`src/rtl/orfd_pkg.sv`:
```
// shared types, codes and constants of the omni robot drive core
package orfd_pkg;

    localparam int POS_BITS_DEF  = 16;
    localparam int DUTY_BITS_DEF = 8;

    localparam int KIND_W = 3;
    localparam int VEL_W  = 8;
    localparam int HEAD_W = 9;
    localparam int ERR_W  = 8;
    localparam int CFG_W  = 16;
    localparam int IDX_W  = 3;
    localparam int MODE_W = 2;
    localparam int ACT_W  = 2;

    // command kinds
    localparam logic [KIND_W-1:0] KIND_FEEDBACK = 3'd0;
    localparam logic [KIND_W-1:0] KIND_FWD      = 3'd1;
    localparam logic [KIND_W-1:0] KIND_CCW      = 3'd2;
    localparam logic [KIND_W-1:0] KIND_CW       = 3'd3;

    // wheel modes
    localparam logic [MODE_W-1:0] MODE_BRAKE = 2'd0;
    localparam logic [MODE_W-1:0] MODE_FWD   = 2'd1;
    localparam logic [MODE_W-1:0] MODE_REV   = 2'd2;

    // actions
    localparam logic [ACT_W-1:0] ACT_STOP = 2'd0;
    localparam logic [ACT_W-1:0] ACT_FWD  = 2'd1;
    localparam logic [ACT_W-1:0] ACT_CCW  = 2'd2;
    localparam logic [ACT_W-1:0] ACT_CW   = 2'd3;

    // register indexes
    localparam logic [IDX_W-1:0] REG_DIST_THR = 3'd0;
    localparam logic [IDX_W-1:0] REG_ANG_THR  = 3'd1;
    localparam logic [IDX_W-1:0] REG_BASE     = 3'd2;
    localparam logic [IDX_W-1:0] REG_ROT_CAP  = 3'd3;
    localparam logic [IDX_W-1:0] REG_FWD_CAP  = 3'd4;

    // register reset values
    localparam logic [15:0] DIST_THR_RST = 16'd100;
    localparam logic [7:0]  ANG_THR_RST  = 8'd10;
    localparam logic [7:0]  BASE_RST     = 8'd50;
    localparam logic [7:0]  ROT_CAP_RST  = 8'd150;
    localparam logic [7:0]  FWD_CAP_RST  = 8'd250;

    // heading arithmetic
    localparam logic [HEAD_W-1:0] FULL_TURN = 9'd360;
    localparam logic [HEAD_W-1:0] HALF_TURN = 9'd180;

    // rotate gain 72/100: x/100 as x*5243 >> 19, exact for x below 12960+1
    localparam int ROT_GAIN   = 72;
    localparam int DIV100_MUL = 5243;
    localparam int DIV100_SH  = 19;

    // forward gain 2/5: x/5 as x*1639 >> 13, exact for x below 2730
    localparam int DIV5_MUL = 1639;
    localparam int DIV5_SH  = 13;
    // distances from here on saturate any forward cap of eight bits
    localparam int DIST_CLAMP_W = 10;

    typedef struct packed {
        logic [15:0] dist_thr;
        logic [7:0]  ang_thr;
        logic [7:0]  base;
        logic [7:0]  rot_cap;
        logic [7:0]  fwd_cap;
    } cfg_t;

    // per-request data that rides along the root chain
    typedef struct packed {
        logic [KIND_W-1:0] kind;
        logic [VEL_W-1:0]  velocity;
        logic [ERR_W-1:0]  err;
        logic [ERR_W-1:0]  rot_extra;
        logic              cw;
    } side_t;

    function automatic logic [HEAD_W-1:0] heading_norm(input logic [HEAD_W-1:0] h);
        return (h >= FULL_TURN) ? h - FULL_TURN : h;
    endfunction

endpackage

```
`src/rtl/orfd_front.sv`:
```
// front end: position differences, squares and heading error, two stages
module orfd_front import orfd_pkg::*; #(
    parameter int POS_BITS = POS_BITS_DEF,
    parameter int RAD_W    = 36
) (
    input  logic                aclk,
    input  logic                aresetn,
    input  logic                in_valid,
    output logic                in_ready,
    input  logic [KIND_W-1:0]   kind,
    input  logic [VEL_W-1:0]    velocity,
    input  logic [POS_BITS-1:0] x_now,
    input  logic [POS_BITS-1:0] y_now,
    input  logic [HEAD_W-1:0]   heading_now,
    input  logic [POS_BITS-1:0] x_target,
    input  logic [POS_BITS-1:0] y_target,
    input  logic [HEAD_W-1:0]   heading_target,
    output logic                out_valid,
    input  logic                out_ready,
    output logic [RAD_W-1:0]    out_rad,
    output side_t               out_side
);
    localparam int DIF_W = POS_BITS + 1;
    localparam int SQ_W  = 2 * DIF_W;
    localparam int SUM_W = SQ_W + 1;
    localparam int PROD_W = ERR_W + 7 + 13;

    logic               a_valid_reg, b_valid_reg;
    logic               a_ready, b_ready;
    logic [DIF_W-1:0]   adx_reg, ady_reg, adx_next, ady_next;
    side_t              a_side_reg, a_side_next, b_side_reg;
    logic [RAD_W-1:0]   rad_reg, rad_next;

    logic signed [DIF_W-1:0] dx, dy;
    logic [HEAD_W-1:0]  hn, ht, herr, hchoice;
    logic [ERR_W-1:0]   err;
    logic [PROD_W-1:0]  rot_prod;
    logic [SQ_W-1:0]    sqx, sqy;
    logic [SUM_W-1:0]   sum;

    assign a_ready  = !a_valid_reg || b_ready;
    assign b_ready  = !b_valid_reg || out_ready;
    assign in_ready = a_ready;

    // stage a: absolute differences and heading error
    always_comb begin
        dx = $signed({x_target[POS_BITS-1], x_target}) - $signed({x_now[POS_BITS-1], x_now});
        dy = $signed({y_target[POS_BITS-1], y_target}) - $signed({y_now[POS_BITS-1], y_now});
        adx_next = dx[DIF_W-1] ? DIF_W'(-dx) : DIF_W'(dx);
        ady_next = dy[DIF_W-1] ? DIF_W'(-dy) : DIF_W'(dy);
        hn = heading_norm(heading_now);
        ht = heading_norm(heading_target);
        herr = (ht >= hn) ? ht - hn : hn - ht;
        if (herr > HALF_TURN) begin
            herr = FULL_TURN - herr;
        end
        err = herr[ERR_W-1:0];
        // wrapped signed difference, cw when it lands in the upper half turn
        hchoice = (ht >= hn) ? ht - hn : ht + FULL_TURN - hn;
        rot_prod = PROD_W'(err) * PROD_W'(ROT_GAIN) * PROD_W'(DIV100_MUL);
        a_side_next.kind      = kind;
        a_side_next.velocity  = velocity;
        a_side_next.err       = err;
        a_side_next.rot_extra = rot_prod[DIV100_SH +: ERR_W];
        a_side_next.cw        = (hchoice >= HALF_TURN);
    end

    // stage b: squares and their sum, pinned at all ones above 64 bits
    always_comb begin
        sqx = SQ_W'(adx_reg) * SQ_W'(adx_reg);
        sqy = SQ_W'(ady_reg) * SQ_W'(ady_reg);
        sum = SUM_W'(sqx) + SUM_W'(sqy);
    end

    generate
        if (SUM_W > 64) begin : g_sat
            assign rad_next = (|sum[SUM_W-1:64]) ? {RAD_W{1'b1}} : RAD_W'(sum[63:0]);
        end else begin : g_nosat
            assign rad_next = RAD_W'(sum);
        end
    endgenerate

    always_ff @(posedge aclk) begin
        if (!aresetn) begin
            a_valid_reg <= 1'b0;
            b_valid_reg <= 1'b0;
        end else begin
            if (a_ready) begin
                a_valid_reg <= in_valid;
            end
            if (b_ready) begin
                b_valid_reg <= a_valid_reg;
            end
        end
    end

    always_ff @(posedge aclk) begin
        if (a_ready) begin
            adx_reg    <= adx_next;
            ady_reg    <= ady_next;
            a_side_reg <= a_side_next;
        end
        if (b_ready) begin
            rad_reg    <= rad_next;
            b_side_reg <= a_side_reg;
        end
    end

    assign out_valid = b_valid_reg;
    assign out_rad   = rad_reg;
    assign out_side  = b_side_reg;

endmodule

```
`src/rtl/orfd_root_cell.sv`:
```
// one cell of the square root chain: settles one root bit per request
module orfd_root_cell import orfd_pkg::*; #(
    parameter int RAD_W = 36
) (
    input  logic                 aclk,
    input  logic                 aresetn,
    input  logic                 in_valid,
    output logic                 in_ready,
    input  logic [RAD_W/2+1:0]   in_rem,
    input  logic [RAD_W/2-1:0]   in_root,
    input  logic [RAD_W-1:0]     in_rad,
    input  side_t                in_side,
    output logic                 out_valid,
    input  logic                 out_ready,
    output logic [RAD_W/2+1:0]   out_rem,
    output logic [RAD_W/2-1:0]   out_root,
    output logic [RAD_W-1:0]     out_rad,
    output side_t                out_side
);
    localparam int ROOT_W = RAD_W / 2;
    localparam int REM_W  = ROOT_W + 2;
    localparam int CMP_W  = REM_W + 2;

    logic               valid_reg;
    logic [REM_W-1:0]   rem_reg, rem_next;
    logic [ROOT_W-1:0]  root_reg, root_next;
    logic [RAD_W-1:0]   rad_reg, rad_next;
    side_t              side_reg;

    logic [CMP_W-1:0]   rem_sh, trial, diff;
    logic               ge;

    assign in_ready = !valid_reg || out_ready;

    always_comb begin
        rem_sh    = {in_rem, in_rad[RAD_W-1 -: 2]};
        trial     = {2'b00, in_root, 2'b01};
        ge        = (rem_sh >= trial);
        diff      = rem_sh - trial;
        rem_next  = ge ? diff[REM_W-1:0] : rem_sh[REM_W-1:0];
        root_next = {in_root[ROOT_W-2:0], ge};
        rad_next  = {in_rad[RAD_W-3:0], 2'b00};
    end

    always_ff @(posedge aclk) begin
        if (!aresetn) begin
            valid_reg <= 1'b0;
        end else if (in_ready) begin
            valid_reg <= in_valid;
        end
    end

    always_ff @(posedge aclk) begin
        if (in_ready) begin
            rem_reg  <= rem_next;
            root_reg <= root_next;
            rad_reg  <= rad_next;
            side_reg <= in_side;
        end
    end

    assign out_valid = valid_reg;
    assign out_rem   = rem_reg;
    assign out_root  = root_reg;
    assign out_rad   = rad_reg;
    assign out_side  = side_reg;

endmodule

```
`src/rtl/orfd_decide.sv`:
```
// back end: picks the motion, sets wheel modes and duties, holds the result
module orfd_decide import orfd_pkg::*; #(
    parameter int ROOT_W    = 18,
    parameter int DUTY_BITS = DUTY_BITS_DEF
) (
    input  logic                 aclk,
    input  logic                 aresetn,
    input  cfg_t                 cfg,
    input  logic                 in_valid,
    output logic                 in_ready,
    input  logic [ROOT_W-1:0]    root_dist,
    input  side_t                in_side,
    output logic                 m_tvalid,
    input  logic                 m_tready,
    output logic [((3*(MODE_W+DUTY_BITS)+7)/8)*8-1:0] m_tdata,
    output logic [ACT_W-1:0]     m_tuser
);
    localparam int WHEEL_W = MODE_W + DUTY_BITS;
    localparam int DATA_W  = ((3 * WHEEL_W + 7) / 8) * 8;
    localparam int CMP_W   = (ROOT_W > 16) ? ROOT_W : 16;
    localparam int DC_W    = DIST_CLAMP_W;
    localparam int FP_W    = DC_W + 1 + 11;
    localparam logic [DC_W-1:0] DC_MAX = {DC_W{1'b1}};

    logic                valid_reg;
    logic [DATA_W-1:0]   data_reg, data_next;
    logic [ACT_W-1:0]    act_reg, act_next;

    logic                far, rot;
    logic [DC_W-1:0]     dc;
    logic [FP_W-1:0]     fwd_prod;
    logic [8:0]          fwd_extra, rot_duty, fwd_duty, duty9;
    logic [DUTY_BITS-1:0] duty;
    logic [MODE_W-1:0]   m1, m2, m3;
    logic [DUTY_BITS-1:0] d1, d2, d3;

    assign in_ready = !valid_reg || m_tready;

    always_comb begin
        far = (CMP_W'(root_dist) > CMP_W'(cfg.dist_thr));
        rot = (in_side.err > cfg.ang_thr) && far;

        rot_duty = 9'(cfg.base) + 9'(in_side.rot_extra);
        if (rot_duty > 9'(cfg.rot_cap)) begin
            rot_duty = 9'(cfg.rot_cap);
        end

        // large distances all saturate, so only the low range is divided
        dc = (root_dist > ROOT_W'(DC_MAX)) ? DC_MAX : root_dist[DC_W-1:0];
        fwd_prod  = FP_W'({dc, 1'b0}) * FP_W'(DIV5_MUL);
        fwd_extra = 9'(fwd_prod[FP_W-1:DIV5_SH]);
        if (fwd_extra > 9'(cfg.fwd_cap)) begin
            fwd_extra = 9'(cfg.fwd_cap);
        end
        fwd_duty = 9'(cfg.base) + fwd_extra;
        if (fwd_duty > 9'(cfg.fwd_cap)) begin
            fwd_duty = 9'(cfg.fwd_cap);
        end

        act_next = ACT_STOP;
        duty9    = '0;
        unique case (in_side.kind)
            KIND_FEEDBACK: begin
                if (rot) begin
                    act_next = in_side.cw ? ACT_CW : ACT_CCW;
                    duty9    = rot_duty;
                end else if (far) begin
                    act_next = ACT_FWD;
                    duty9    = fwd_duty;
                end
            end
            KIND_FWD: begin
                act_next = ACT_FWD;
                duty9    = 9'(in_side.velocity);
            end
            KIND_CCW: begin
                act_next = ACT_CCW;
                duty9    = 9'(in_side.velocity);
            end
            KIND_CW: begin
                act_next = ACT_CW;
                duty9    = 9'(in_side.velocity);
            end
            default: begin
                act_next = ACT_STOP;
            end
        endcase
        duty = DUTY_BITS'(duty9);

        m1 = MODE_BRAKE; m2 = MODE_BRAKE; m3 = MODE_BRAKE;
        d1 = '0; d2 = '0; d3 = '0;
        unique case (act_next)
            ACT_FWD: begin
                m1 = MODE_FWD; d1 = duty;
                m2 = MODE_REV; d2 = duty;
            end
            ACT_CCW: begin
                m1 = MODE_FWD; m2 = MODE_FWD; m3 = MODE_FWD;
                d1 = duty; d2 = duty; d3 = duty;
            end
            ACT_CW: begin
                m1 = MODE_REV; m2 = MODE_REV; m3 = MODE_REV;
                d1 = duty; d2 = duty; d3 = duty;
            end
            default: begin
                m1 = MODE_BRAKE;
            end
        endcase
        data_next = DATA_W'({d3, m3, d2, m2, d1, m1});
    end

    always_ff @(posedge aclk) begin
        if (!aresetn) begin
            valid_reg <= 1'b0;
        end else if (in_ready) begin
            valid_reg <= in_valid;
        end
    end

    always_ff @(posedge aclk) begin
        if (in_ready) begin
            data_reg <= data_next;
            act_reg  <= act_next;
        end
    end

    assign m_tvalid = valid_reg;
    assign m_tdata  = data_reg;
    assign m_tuser  = act_reg;

endmodule

```
`src/rtl/omni_robot_feedback_drive_core.sv`:
```
// top level of the omni robot drive core: front end, root chain, decision stage
//
// requests come in on the s_ stream: s_tuser holds the command kind, s_tdata the
// velocity, both positions and both headings. every request gives exactly one
// result on the m_ stream: three wheel modes and duties in m_tdata, the chosen
// action in m_tuser.
// the pipeline has two front stages (differences, then squares), one root cell
// per root bit and one output register.
// throughput is one request per cycle while m_tready is high; every stage has
// its own valid bit and takes new data whenever it is empty or its neighbor
// moves, so empty slots close up and a new request is taken while a finished
// result waits. when m_tready is low the output register holds its result and
// the chain fills up behind it; s_tready falls only when every stage is occupied.
// the config port writes one of the five registers on any cycle with cfg_wr_en
// high; write only while no request is in flight.
// reset (aresetn low, synchronous) empties all stages, dropping any request in
// flight, and loads the register defaults.
module omni_robot_feedback_drive_core import orfd_pkg::*; #(
    parameter int POS_BITS  = POS_BITS_DEF,
    parameter int DUTY_BITS = DUTY_BITS_DEF
) (
    input  logic        aclk,
    input  logic        aresetn,
    // config write port
    input  logic        cfg_wr_en,
    input  logic [IDX_W-1:0] cfg_index,
    input  logic [CFG_W-1:0] cfg_wdata,
    // request stream
    input  logic        s_tvalid,
    output logic        s_tready,
    // velocity, x_now, y_now, heading_now, x_target, y_target, heading_target
    input  logic [((VEL_W+4*POS_BITS+2*HEAD_W+7)/8)*8-1:0] s_tdata,
    // kind
    input  logic [KIND_W-1:0] s_tuser,
    // result stream
    output logic        m_tvalid,
    input  logic        m_tready,
    // wheel1_mode, wheel1_duty, wheel2_mode, wheel2_duty, wheel3_mode, wheel3_duty
    output logic [((3*(MODE_W+DUTY_BITS)+7)/8)*8-1:0] m_tdata,
    // action
    output logic [ACT_W-1:0] m_tuser
);
    // squared distance width, pinned to 64 bits, rounded up to whole root digits
    localparam int SUM_W     = 2 * (POS_BITS + 1) + 1;
    localparam int RAD_W_RAW = (SUM_W > 64) ? 64 : SUM_W;
    localparam int RAD_W     = RAD_W_RAW + (RAD_W_RAW % 2);
    localparam int ROOT_W    = RAD_W / 2;
    localparam int REM_W     = ROOT_W + 2;

    // tdata field offsets
    localparam int OFS_XN = VEL_W;
    localparam int OFS_YN = OFS_XN + POS_BITS;
    localparam int OFS_HN = OFS_YN + POS_BITS;
    localparam int OFS_XT = OFS_HN + HEAD_W;
    localparam int OFS_YT = OFS_XT + POS_BITS;
    localparam int OFS_HT = OFS_YT + POS_BITS;

    cfg_t cfg_reg;

    always_ff @(posedge aclk) begin
        if (!aresetn) begin
            cfg_reg.dist_thr <= DIST_THR_RST;
            cfg_reg.ang_thr  <= ANG_THR_RST;
            cfg_reg.base     <= BASE_RST;
            cfg_reg.rot_cap  <= ROT_CAP_RST;
            cfg_reg.fwd_cap  <= FWD_CAP_RST;
        end else if (cfg_wr_en) begin
            unique case (cfg_index)
                REG_DIST_THR: cfg_reg.dist_thr <= cfg_wdata;
                REG_ANG_THR:  cfg_reg.ang_thr  <= cfg_wdata[7:0];
                REG_BASE:     cfg_reg.base     <= cfg_wdata[7:0];
                REG_ROT_CAP:  cfg_reg.rot_cap  <= cfg_wdata[7:0];
                REG_FWD_CAP:  cfg_reg.fwd_cap  <= cfg_wdata[7:0];
                default: begin
                    // writes past the register list are dropped
                    cfg_reg <= cfg_reg;
                end
            endcase
        end
    end

    // chain links: entry 0 is the front end output, entry ROOT_W the last cell
    logic              lk_valid [ROOT_W+1];
    logic              lk_ready [ROOT_W+1];
    logic [REM_W-1:0]  lk_rem   [ROOT_W+1];
    logic [ROOT_W-1:0] lk_root  [ROOT_W+1];
    logic [RAD_W-1:0]  lk_rad   [ROOT_W+1];
    side_t             lk_side  [ROOT_W+1];

    assign lk_rem[0]  = '0;
    assign lk_root[0] = '0;

    orfd_front #(
        .POS_BITS (POS_BITS),
        .RAD_W    (RAD_W)
    ) u_front (
        .aclk           (aclk),
        .aresetn        (aresetn),
        .in_valid       (s_tvalid),
        .in_ready       (s_tready),
        .kind           (s_tuser),
        .velocity       (s_tdata[VEL_W-1:0]),
        .x_now          (s_tdata[OFS_XN +: POS_BITS]),
        .y_now          (s_tdata[OFS_YN +: POS_BITS]),
        .heading_now    (s_tdata[OFS_HN +: HEAD_W]),
        .x_target       (s_tdata[OFS_XT +: POS_BITS]),
        .y_target       (s_tdata[OFS_YT +: POS_BITS]),
        .heading_target (s_tdata[OFS_HT +: HEAD_W]),
        .out_valid      (lk_valid[0]),
        .out_ready      (lk_ready[0]),
        .out_rad        (lk_rad[0]),
        .out_side       (lk_side[0])
    );

    // one cell per root bit, most significant first
    for (genvar i = 0; i < ROOT_W; i++) begin : g_cell
        orfd_root_cell #(
            .RAD_W (RAD_W)
        ) u_cell (
            .aclk      (aclk),
            .aresetn   (aresetn),
            .in_valid  (lk_valid[i]),
            .in_ready  (lk_ready[i]),
            .in_rem    (lk_rem[i]),
            .in_root   (lk_root[i]),
            .in_rad    (lk_rad[i]),
            .in_side   (lk_side[i]),
            .out_valid (lk_valid[i+1]),
            .out_ready (lk_ready[i+1]),
            .out_rem   (lk_rem[i+1]),
            .out_root  (lk_root[i+1]),
            .out_rad   (lk_rad[i+1]),
            .out_side  (lk_side[i+1])
        );
    end

    orfd_decide #(
        .ROOT_W    (ROOT_W),
        .DUTY_BITS (DUTY_BITS)
    ) u_decide (
        .aclk      (aclk),
        .aresetn   (aresetn),
        .cfg       (cfg_reg),
        .in_valid  (lk_valid[ROOT_W]),
        .in_ready  (lk_ready[ROOT_W]),
        .root_dist (lk_root[ROOT_W]),
        .in_side   (lk_side[ROOT_W]),
        .m_tvalid  (m_tvalid),
        .m_tready  (m_tready),
        .m_tdata   (m_tdata),
        .m_tuser   (m_tuser)
    );

endmodule

```
`config.mk`:
```
export PLATFORM = sky130hd
export DESIGN_NAME = omni_robot_feedback_drive_core
export DESIGN_NICKNAME = d
export VERILOG_FILES = /design/src/rtl/orfd_pkg.sv /design/src/rtl/orfd_front.sv /design/src/rtl/orfd_root_cell.sv /design/src/rtl/orfd_decide.sv /design/src/rtl/omni_robot_feedback_drive_core.sv
export SDC_FILE = /design/constraint.sdc
export NUM_CORES = 2
export LEC_CHECK = 0
export BUFFER_PORTS_ARGS = -buffer_cell sky130_fd_sc_hd__buf_2
export CELL_PAD_IN_SITES_DETAIL_PLACEMENT = 0
export CELL_PAD_IN_SITES_GLOBAL_PLACEMENT = 1
export CORE_AREA = 8 8 625 319
export DETAILED_ROUTE_END_ITERATION = 10
export DIE_AREA = 0 0 633 327
export GPL_TIMING_DRIVEN = 0
export PLACE_DENSITY = 0.74
export SLEW_MARGIN = 0
export SYNTH_ARGS = -nofsm -noshare
export SYNTH_HDL_FRONTEND = slang
export SYNTH_SLANG_ARGS = --single-unit
```
`constraint.sdc`:
```
create_clock -name aclk -period 19.2 [get_ports aclk]
set_input_delay 3.84 -clock aclk [delete_from_list [all_inputs] [get_ports aclk]]
set_output_delay 3.84 -clock aclk [all_outputs]
set_load 0.005 [all_outputs]
```
After elaboration in Yosys (flattened, before gate mapping)
Cells that the tools add are included.
{"block": "word_totals", "regBits": 1530, "out_inout_bits": 36}
{"block": "op_classes", "n_addsub": 31, "multipliers": 5, "magnitude_cmp": 29, "eq_ne": 10, "mux": 39, "reduce_logical": 55}
{"op": "two-way mux 20 bit", "n": 16}
{"op": "multiplier 17 x 17 -> 34 bit", "n": 2}
{"op": "two-way mux 8 bit", "n": 6}
{"op": "two-way mux 9 bit", "n": 5}
{"op": "adder 34 x 34 -> 35 bit", "n": 1}
{"op": "negator 17 bit", "n": 2}
{"op": "subtractor 16 x 16 -> 17 bit", "n": 2}
{"op": "two-way mux 16 bit", "n": 2}
{"op": "> comparator 9 x 8 -> 1 bit", "n": 3}
{"op": "subtractor 9 bit", "n": 3}
{"op": "multiplier 12 x 13 -> 24 bit, second input constant", "n": 1}
{"op": ">= comparator 22 x 10 -> 1 bit", "n": 1}
{"op": ">= comparator 22 x 11 -> 1 bit", "n": 1}
{"op": ">= comparator 22 x 12 -> 1 bit", "n": 1}
{"op": ">= comparator 22 x 13 -> 1 bit", "n": 1}
{"op": ">= comparator 22 x 14 -> 1 bit", "n": 1}
{"op": ">= comparator 22 x 15 -> 1 bit", "n": 1}
{"op": ">= comparator 22 x 16 -> 1 bit", "n": 1}
{"op": ">= comparator 22 x 17 -> 1 bit", "n": 1}
{"op": ">= comparator 22 x 18 -> 1 bit", "n": 1}
{"op": ">= comparator 22 x 19 -> 1 bit", "n": 1}
{"op": ">= comparator 22 x 3 -> 1 bit", "n": 1}
{"op": ">= comparator 22 x 4 -> 1 bit", "n": 1}
{"op": ">= comparator 22 x 5 -> 1 bit", "n": 1}
{"op": "54 further kinds", "n": 113}

Longest topological paths before layout
{"block": "depth", "ltp_word": 22, "ltp_mapped": 54}

Cells and area by module
A second synthesis with hierarchy kept.
{"block": "hier_totals", "cells_unflattened": 8913, "hier_area_um2": 114847.6}
{"module": "orfd_root_cell at g_cell[17].u_cell ...", "instances": 10, "cells_per_inst": 302, "area_each_um2": 4436.8, "seq_area_each_um2": 3022.9}
{"module": "orfd_root_cell at g_cell[0].u_cell ...", "instances": 8, "cells_per_inst": 298, "area_each_um2": 4493.1, "seq_area_each_um2": 3022.9}
{"module": "orfd_front", "instances": 1, "cells_per_inst": 2724, "area_each_um2": 27272.4, "seq_area_each_um2": 3793.6}
{"module": "orfd_decide", "instances": 1, "cells_per_inst": 596, "area_each_um2": 5335.1, "seq_area_each_um2": 740.7}
{"module": "omni_robot_feedback_drive_core", "instances": 1, "cells_per_inst": 189, "area_each_um2": 1928.1, "seq_area_each_um2": 960.9}

Worst setup path before layout
OpenSTA, ideal clock, no wires.
{"block": "synth_path", "path_type": "input to register", "startpoint": "input s_tdata[43]", "endpoint": "register u_front.a_side_reg[8] (netlist bit), data pin", "arrival_time_ns": 14.917, "required_time_ns": 18.932, "path_slack_ns": 4.015, "cell_stages": 49, "n_path_buf": 3, "cell_sequence": "inv_1 -> nor4_1 -> nand3_1 -> a21oi_1 -> o21ai_0 -> or2_2 -> xnor2_1 -> inv_1 -> ha_1 -> buf_2 -> nand2_1 -> o311ai_1 -> o22ai_1 -> buf_4 -> clkbuf_1 -> mux2i_1 -> ha_1 -> o22ai_1 -> [13 not listed] -> inv_1 -> fa_1 -> fa_1 -> fa_1 -> inv_1 -> fa_1 -> fa_1 -> ha_1 -> a21o_1 -> a2111oi_0 -> nor3_1 -> a221o_1 -> o211a_1 -> o21ai_0 -> a21boi_0 -> o21a_1 -> nor2_1 -> xnor3_1"}
{"item": "start: declaration", "line_no": "omni_robot_feedback_drive_core.sv:32", "rtl": "input logic [((VEL_W+4*POS_BITS+2*HEAD_W+7)/8)*8-1:0] s_tdata,"}
{"item": "end signal: assignment", "line_no": "orfd_front.sv:101", "rtl": "a_side_reg <= a_side_next;"}
{"item": "end: declaration", "line_no": "orfd_front.sv:31", "rtl": "side_t a_side_reg, a_side_next, b_side_reg;"}

==> out/qor.csv <==
metric;value;unit
# hold bufs at CTS;0;
skew final;57.7;ps
final std cells w/o fill;9683;
headroom to the max-slew limit;0.155;
Final nets;8349;
DRC;0;
synthesized area;85200;µm²
Req. time, crit path;19690;ps
die area;207000;µm²
Seq. cell area;44700;µm²
FILL cells;16700;
first-pass GRT wire length;289000;µm
Pins Over Slew Limit;0;
layout cell share with drive strength beyond 1;0.0685;
Hold WC Path Type;flip-flop to flip-flop;
Worst-Margin Slew;1260;ps
synth top area cells;edfxtp_1, fa_1, ha_1;
GP Congestion;0.914;
Final min period;17360;ps
Num CTS Buffers;144;
Mean Syn Cell Area;12.7;µm²
Post-CTS Setup Repair Bufs;0;
clock slew at reported path FFs;70;ps
largest family of logic cells by synthesized area;adder cells;
vias in the first global route;49300;
min-delay src;g_cell[7].u_cell.out_rad[17];
Mapped Cells;6704;
H-tree Lvls;4;
Yosys warnings;0;
maximum buffer depth of the clock tree;4;
post-synthesis async set-or-reset flop share;0;
per-cell routed wire length;19.2;µm
max-cap violations;0;
status;finished clean;
CP max stage delay;870;ps
CP dominant cell by count;inv_1;
Synth Area in XOR/XNOR;0.0391;
post-synth top area share;0.508;
Post-CTS Resized;0;
worst r2r src;g_cell[17].u_cell.out_root[14];
mux cell area share after synthesis;0.00818;
Iter 0 DRT Violations;3953;
Final HPWL DP;147000;µm
vias per cell;5.11;
post-synthesis simple-gate area fraction;0.0854;
Startpoint Class;input pin;
initial antenna violation count;11;
final setup vio count;0;
FF-to-FF setup slack;6170;ps
DRT Pass-1 Iters;5;
number of distinct library cells after synthesis;88;
Die H;327;µm
starting density of the core;0.446;
slowest cell on the critical path;xnor2_1;
Top FF cell, synth;edfxtp_1;
WL final;186000;µm
CP startpoint;s_tdata[43];
flops & latches, synth;1510;
adder-cell area share of the yosys netlist;0.223;
Core Area;191000;µm²
flip-flop count of the largest register after layout;504;
worst skew pair latency;790;ps
crit path kind;input pin to flip-flop;
highest clock rate;57.6;MHz
Layout area overhead;10.8;%
unrepaired setup endpoints after global routing;false;
Post-Place Cells;9431;
most frequent cells after synthesis;edfxtp_1, inv_1, ha_1;
Fin. Hold Viols;0;
CP max FO;10;
area of the multi-input gates;36200;µm²
most common cell in the synthesized netlist;edfxtp_1;
Synth Area in Compound Gates;0.0671;
cell taking the most area after synthesis;edfxtp_1;
Die Wd;633;µm
setup TNS;0;ps
Critical Path Sink Type;flip-flop;
post-synthesis sequential area ratio;0.524;
grt ovf;0;
IO Count;159;
Clk Tree Root Cell;clkbuf_16;
Core Rows;114;
arrival time worst endpoint;17850;ps
TritonCTS clock tree;built;
Port-buffer cells;149;
Buf/Inv on CP;10;
pin count of the biggest net entering global routing;65;
CP top delay family;compound AO/OA/AOI/OAI gates;
total vias in the final route;49500;
aggregate global-route resource usage;0.178;
EDFF count, synth;1441;
CTS sink count;1510;
Post-DRT Antenna Nets;0;
Final period util;0.904;
## final timing paths
| kind | endpoint | cells after the start |
|---|---|---|
| max | u_front.a_side_reg[8] | 52 |
| min | g_cell[8].u_cell.out_rad[19] | 0 |
| max reg2reg | u_decide.m_tdata[17] | 45 |
| min reg2reg | g_cell[8].u_cell.out_rad[19] | 0 |
## routing by layer
layer | share of wire | track usage
met1 | 0.54 | 0.303
met2 | 0.36 | 0.223
met3 | 0.088 | 0.0473
met4 | 0.012 | 0.0268
met5 | 0.000086 | 0
## layout make-up
| cell class | count | area share |
|---|---|---|
| flip-flops and latches | 1510 | 0.473 |
| multi-input cells | 4010 | 0.383 |
| inverters | 1073 | 0.0428 |
| well taps | 2552 | 0.0338 |
| plain buffers | 113 | 0.00501 |
| repair buffers | 173 | 0.0139 |
| diodes | 2 | 0.0000530 |
| clock buffers | 178 | 0.0409 |
| clock inverters | 72 | 0.00768 |
## metrics by stage
| stage | worst slack, ps | hold WS (ps) | util | instance area [µm²] |
|---|---|---|---|---|
| detailed placement | 1240 | 405 | 0.470 | 89900 |
| global placement | 1370 | 401 | 0.467 | 89200 |
| floorplan | 4010 | 400 | - | 85200 |
| global route | 843 | 397 | 0.494 | 94500 |
| finish | 1840 | 394 | 0.494 | 94500 |
| CTS | 2010 | 390 | 0.494 | 94500 |
## kinds of logic (layout without fill, tap and decap cells)
family | count (synthesis) | after routing
xor+xnor | 378 | 378
buf+inv | 1186 | 1609
other cells | 1 | 5
mux | 66 | 66
flops | 1510 | 1510
simple gates | 1472 | 1472
compound gates | 890 | 890
fa+ha+maj | 1201 | 1201
## layout by cell type (no fill, tap or decap), drive strengths merged, types with 16 or more instances in the layout
| cell type | count |
|---|---|
| nor3b | 16 |
| a21oi | 225 |
| mux2i | 37 |
| inv | 1077 |
| dfxtp | 69 |
| clkinv | 45 |
| and2 | 158 |
| or3 | 53 |
| nor2b | 69 |
| nand3 | 68 |
| or2 | 28 |
| o211ai | 28 |
| clkbuf | 268 |
| and3 | 25 |
| or4 | 24 |
| a21boi | 56 |
| o21ai | 210 |
| nor4 | 37 |
| edfxtp | 1441 |
| nor3 | 110 |
| a21o | 78 |
| nand2b | 49 |
| nand2 | 433 |
| nand4 | 35 |
| fa | 534 |
| nor2 | 319 |
| o21a | 80 |
| o21bai | 25 |
| ha | 667 |
| a211oi | 36 |
| o31ai | 39 |
| mux2 | 29 |
| xnor2 | 242 |
| xor2 | 135 |
| buf | 196 |
| a31oi | 19 |
Power is not shown: default switching activity piles up to over one toggle a cycle in this logic, so the estimate is an artifact.
